--- src/rtl/core/mprm_pkg.sv ---
// Shared types and constants for the multi-pattern reply matcher.
// Used by the controller, the datapath and the top level; depends on nothing.
package mprm_pkg;

    // Default sizes of the pattern table.
    localparam int MAX_PATTERNS_DEF    = 64;
    localparam int MAX_PATTERN_LEN_DEF = 32;

    // Fixed field widths of the channels.
    localparam int ACTION_W   = 3;
    localparam int PINDEX_W   = 6;
    localparam int CHARPOS_W  = 5;
    localparam int BYTE_W     = 8;
    localparam int PCOUNT_W   = 7;
    localparam int STATUS_W   = 3;
    localparam int TIMEOUT_W  = 16;

    // Timeout register value after reset, and the saturation limit of the idle count.
    localparam logic [TIMEOUT_W-1:0] TIMEOUT_RESET = 16'd200;
    localparam logic [TIMEOUT_W-1:0] IDLE_MAX      = 16'hFFFF;

    // Action codes of an input word.
    typedef enum logic [ACTION_W-1:0] {
        ACT_LOAD  = 3'd0,
        ACT_START = 3'd1,
        ACT_RECV  = 3'd2,
        ACT_TICK  = 3'd3,
        ACT_RXERR = 3'd4
    } action_t;

    // Status codes of a result word.
    typedef enum logic [STATUS_W-1:0] {
        ST_IDLE    = 3'd0,
        ST_WAITING = 3'd1,
        ST_MATCHED = 3'd2,
        ST_TIMEOUT = 3'd3,
        ST_RXERR   = 3'd4
    } status_t;

    // Controller states.
    typedef enum logic [1:0] {
        CTL_IDLE,
        CTL_WALK,
        CTL_POST
    } ctl_state_t;

    // Commands from the controller to the datapath.
    typedef struct packed {
        logic take;     // Accept the input word and apply its immediate effects.
        logic publish;  // Move the pending result into the output register.
    } ctl_cmd_t;

    // Status from the datapath to the controller.
    typedef struct packed {
        logic needs_walk;  // The offered word needs a walk over the patterns.
        logic walk_done;   // The walk has finished and the result is pending.
        logic out_free;    // The output register can take a word this cycle.
    } dp_stat_t;

endpackage

--- src/rtl/core/mprm_ctl.sv ---
// Controller state machine of the multi-pattern reply matcher.
// Depends on mprm_pkg for the state type and the command and status structs.
module mprm_ctl
    import mprm_pkg::*;
(
    input  logic     aclk,
    input  logic     aresetn,
    input  logic     s_valid,
    output logic     s_ready,
    input  dp_stat_t stat,
    output ctl_cmd_t cmd
);

    ctl_state_t state_reg;
    ctl_state_t state_next;

    // State register.
    always_ff @(posedge aclk) begin
        if (!aresetn) begin
            state_reg <= CTL_IDLE;
        end else begin
            state_reg <= state_next;
        end
    end

    // Next state and commands.
    always_comb begin
        state_next  = state_reg;
        s_ready     = 1'b0;
        cmd.take    = 1'b0;
        cmd.publish = 1'b0;
        unique case (state_reg)
            CTL_IDLE: begin
                s_ready = 1'b1;
                if (s_valid) begin
                    cmd.take   = 1'b1;
                    state_next = stat.needs_walk ? CTL_WALK : CTL_POST;
                end
            end
            CTL_WALK: begin
                if (stat.walk_done) begin
                    state_next = CTL_POST;
                end
            end
            CTL_POST: begin
                if (stat.out_free) begin
                    cmd.publish = 1'b1;
                    state_next  = CTL_IDLE;
                end
            end
            default: begin
                state_next = CTL_IDLE;
            end
        endcase
    end

endmodule

--- config.mk ---
export PLATFORM = sky130hd
export DESIGN_NAME = mprm_ctl
export DESIGN_NICKNAME = d
export VERILOG_FILES = /design/src/rtl/core/mprm_pkg.sv /design/src/rtl/core/mprm_ctl.sv
export SDC_FILE = /design/constraint.sdc
export NUM_CORES = 1
export LEC_CHECK = 0
export BUFFER_PORTS_ARGS = -buffer_cell sky130_fd_sc_hd__buf_4
export CELL_PAD_IN_SITES_DETAIL_PLACEMENT = 1
export CELL_PAD_IN_SITES_GLOBAL_PLACEMENT = 1
export CORE_AREA = 5 5 42 44
export DETAILED_ROUTE_END_ITERATION = 6
export DIE_AREA = 0 0 47 49
export GPL_TIMING_DRIVEN = 0
export PLACE_DENSITY_LB_ADDON = 0.1
export SYNTH_ARGS = -nofsm -noshare
export SYNTH_HDL_FRONTEND = slang
export SYNTH_SLANG_ARGS = --single-unit
--- constraint.sdc ---
create_clock -name aclk -period 1.05 [get_ports aclk]
set_input_delay 0.21 -clock aclk [delete_from_list [all_inputs] [get_ports aclk]]
set_output_delay 0.21 -clock aclk [all_outputs]
set_load 0.01 [all_outputs]
======== Word level (Yosys, flattened, before mapping) ========
Cells that the tools add are included.
operators by class
  eq/ne operators ......................... 5
  multiplexer cells ....................... 10
  reductions and logical operators ........ 2
operator list
  cell                                           count
  two-way mux 2 bit                              4
  != test 2 bit, second input constant           3
  one-hot mux 2 bit (3 select lines)             1
  two-way mux 1 bit                              5
  AND reduction 3 bit                            1
  == test 2 x 1 -> 1 bit, second input constant  1
  == test 2 bit, second input constant           1
  zero test 2 bit                                1
storage, ports and cells
  register bits ........................... 2
  output and inout bits ................... 3
  word-level logic and storage cells ...... 18

======== Logic depth before layout (Yosys ltp) ========
  word-level depth ........................ 3
  gate-level depth with buffers ........... 2
  gate-level depth less buffers ........... 2

======== Least setup slack after synthesis ========
Ideal clock, no wire load.
  path type ............................... reg2out
  start point ............................. register state_reg[0]
  end point ............................... output cmd[1] in the netlist's numbering
  arrival ................................. 0.720 ns
  required time ........................... 0.840 ns
  slack ................................... 0.120 ns
  cell stages (with the launch flop) ...... 3
  cell sequence ........................... dfxtp_1 -> nor2_1 -> and2_1
RTL lines
  what                      RTL line        source
  start: declaration        mprm_ctl.sv:14  ctl_state_t state_reg;
  start signal: assignment  mprm_ctl.sv:22  state_reg <= state_next;
  end: declaration          mprm_ctl.sv:11  output ctl_cmd_t cmd

==> qor.tcl <==
set qor(run_status) {finished, violations left}
set qor(violations) {negative setup slack}
set qor(grt.overflow.total) 0
set qor(design.portCount) 9
set qor(part_of_the_cycle_the_worst_path_needs_pct) 106
set qor(detailroute.wirelength.met2_um) 171
set qor(multiInputGateArea_um2) 83.8
set qor(gp_congestion) 0.570
set qor(clock_tree.htree_level_count) 1
set qor(die_w_um) 47
set qor(dpl_cell_area_um2) 194
set qor(crit_type) {register to output port}
set qor(synth_area_leader_cell) {dfxtp_1}
set qor(design.core.area_um2) 1400
set qor(syn_to_final_growth_pct) 126
set qor(max_cap_viol_count) 0
set qor(worst_hold_slack_ns) 0.238
set qor(ir_drop_v) 0.000508
set qor(vias) 139
set qor(timing.rr.start) {state_reg[0]$_SDFFE_PN0P_}
set qor(grt_pass1_wl_um) 586
set qor(post_synth_most_frequent_cells) {and2_1, dfxtp_1, nand2b_1}
set qor(vias_in_the_first_global_route) 148
set qor(crit_start) {state_reg[0]$_SDFFE_PN0P_}
set qor(syn-cell-area_um2) 114
set qor(synthesis.yosys.warnings) 0
set qor(total_leakage_power_uw) 0.000116
set qor(cts-root-buf) {clkbuf_4}
set qor(finalSetupViolations) 3
set qor(final_cell_area_um2) 258
set qor(detail_route.first_pass.iterations) 2
set qor(detail_route.wl_per_cell_um) 8.88
set qor(p_comb_share_pct) 25.0
set qor(grt_max_degree) 6
set qor(rsz0062_at_grt) {true}
set qor(final_max_slew_viol_count) 0
set qor(start_kind) {register}
set qor(worst_skew_pair.late_latency_ns) 0.22
set qor(number_of_core_rows) 14
set qor(worst_r2r_path_depth) 3
set qor(timing.critical_path.cells) {and3b_2 -> buf_6}
set qor(largest_reg_flops) 2
set qor(setup_tns_final_ns) -0.149
set qor(die_area_um2) 2300
set qor(power_switching_share_pct) 22.6
set qor(worstMarginPinSlew_ns) 0.189
set qor(finalHoldViolations) 0
set qor(route.detailed.drc) 0
set qor(final_layout_size_suffix_gt1_share_pct) 69.2
set qor(synth.distinct_cells) 10
set qor(nets) 34
set qor(timing.critical_path.slowest_stage_cell) {dfxtp_4}
set qor(relSlewSlack_pct) 87.4
set qor(cts_tree) {yes}
set qor(dp_slack_ns) 0.0648
set qor(synthCells) 13
set qor(hold_buffers) 0
set qor(arrival_worst_endpoint_ns) 0.91
set qor(wl_um) 373
set qor(ant_nets) 0
set qor(fill_count) 174
set qor(synth_async_sr_flop_share_pct) 0
set qor(cts_buffer_depth) 2
set qor(antenna_found_initial) 0
set qor(r2r_setup_slack_ns) 0.03
set qor(ff_latch_area_um2) 45.0
set qor(met3_wirelength_um) 16
set qor(fin_ws_ns) -0.0672
set qor(rr_endpoint) {state_reg[1]$_SDFFE_PN0P_}
set qor(synth_top_area_share_pct) 35.2
set qor(antenna_cells_inserted) 0
set qor(synth.top_cells.by_area) {dfxtp_1, and2_1, nand2b_1}
set qor(portBuffers) 8
set qor(cell_int_power_uw) 268
set qor(routed_via_density) 3.31
set qor(clock_sinks) 2
set qor(total_stage_count_of_the_critical_path) 2
set qor(timing.clock.skew_ns) 0.00433
set qor(drt_iter0_markers) 1
set qor(setup_crit_end_kind) {output port}
set qor(postSynthRegisterBits) 2
set qor(timing.fmax_mhz) 895
set qor(p_switching_uw) 78.4
set qor(worst_path_dominant_cell_family) {flip-flops}
set qor(crit_path_max_fanout) 4
set qor(wl_met1_um) 186
set qor(finalCriticalPeriod_ns) 1.12
set qor(worstPathRequired_ns) 0.84
set qor(dominantRegCellSynth) {dfxtp_1}
set qor(cp_slowest_stage_delay_ns) 0.36
set qor(worst_setup_hold_path_clk_slew_ns) 0.03
set qor(worstHoldPathType) {input port to register}
set qor(initial_core_util_pct) 8.12
set qor(clock_power_share_pct) 48.5
set qor(share_seq_of_total_power_pct) 26.5
set qor(synth_area_per_cell_um2) 8.76
set qor(seq_total_area_yosys_pct) 35.2
set qor(die_height_um) 49
set qor(synth_edf_count) 0
set qor(path_buf_inv) 1
set qor(cts-buffers-inserted) 3
set qor(highest_layer) {met3}
set qor(timing.critical_path.to) {cmd[0]}
set qor(net_count_synth) 19
set qor(pwr_density_cell_nw_per_um2) 1340
set qor(groute.usage.overall_pct) 3.87
==> layout make-up <==
type / count / share of cell area [%]
timing repair buffer: 10 / 33.5
multi-input combinational: 11 / 32.5
sequential: 2 / 17.5
clock buffer: 3 / 8.74
tap: 16 / 7.77
==> routing by layer <==
layer  up-vias  global-route usage [%]
met1        59                    3.93
li1         76                       -
met4         0                    2.76
met2         4                    4.75
met3         0                    3.69
met5         -                       0
==> how the worst min path moves through the flow <==
stage	slack, ns	from	cells after the start	endpoint
6_report	0.24	aresetn	3	state_reg[0]$_SDFFE_PN0P_
5_1_grt	0.23	aresetn	2	state_reg[1]$_SDFFE_PN0P_
4_1_cts	0.23	aresetn	3	state_reg[0]$_SDFFE_PN0P_
3_5_place_dp	0.48	aresetn	2	state_reg[1]$_SDFFE_PN0P_
3_3_place_gp	0.48	aresetn	2	state_reg[1]$_SDFFE_PN0P_
2_1_floorplan	0.34	aresetn	2	state_reg[0]$_SDFFE_PN0P_
==> kinds of logic after synthesis <==
family           Yosys count  share of synthesized area (%)
flip-flops                 2                           35.2
AO/OA/AOI/OAI              3                           17.6
AND/OR/NAND/NOR            8                           47.3
==> power groups by stage <==
stage | clock, uW | sequential, uW | combinational, uW
6_report | 168 | 91.8 | 86.7
5_1_grt | 189 | 92.4 | 93.9
4_1_cts | 179 | 89.7 | 69.7
3_5_place_dp | 0 | 91.0 | 62.4
3_3_place_gp | 0 | 91.6 | 62.9
2_1_floorplan | 0 | 88.6 | 26.9
==> per-stage QoR <==
stage                     instances  util [%]  total power, uW
final                            42      18.4              346
after detailed placement         37      13.8              153
after global placement           37      13.8              155
after floorplan                  13         -              116
after global routing             42      18.4              375
after CTS                        41      16.8              338
==> worst reg2reg max path, delay by kind of cell, from the launching register on <==
kind	cells	cell delay [ns]
buffers and inverters	1	0.14
flip-flops	1	0.35
AND/OR/NAND/NOR	1	0.13
AO/OA/AOI/OAI	1	0.28
==> cells in the final DEF (no fill, tap or decap) <==
cell,synthesis,final
buf_4,0,7
nor2_4,0,1
o21ai_0,1,1
nor3b_1,1,1
nand3b_1,1,1
dfxtp_2,0,1
dfxtp_4,0,1
and2_1,2,1
clkbuf_4,0,3
o311a_1,1,1
a21oi_1,1,1
and2_4,0,1
nand2b_1,2,2
buf_6,0,3
and3b_2,1,1
==> timing repair <==
item | in CTS | in global routing
endpoints found under the setup margin | 3 | 2
gates resized for setup | 5 | 4
pin swaps | 0 | 2
cloned | 0 | 0
endpoints found under the hold margin | 0 | 0
buffers inserted | 1 | 1
No activity file was read; power rests on OpenSTA's default activity.
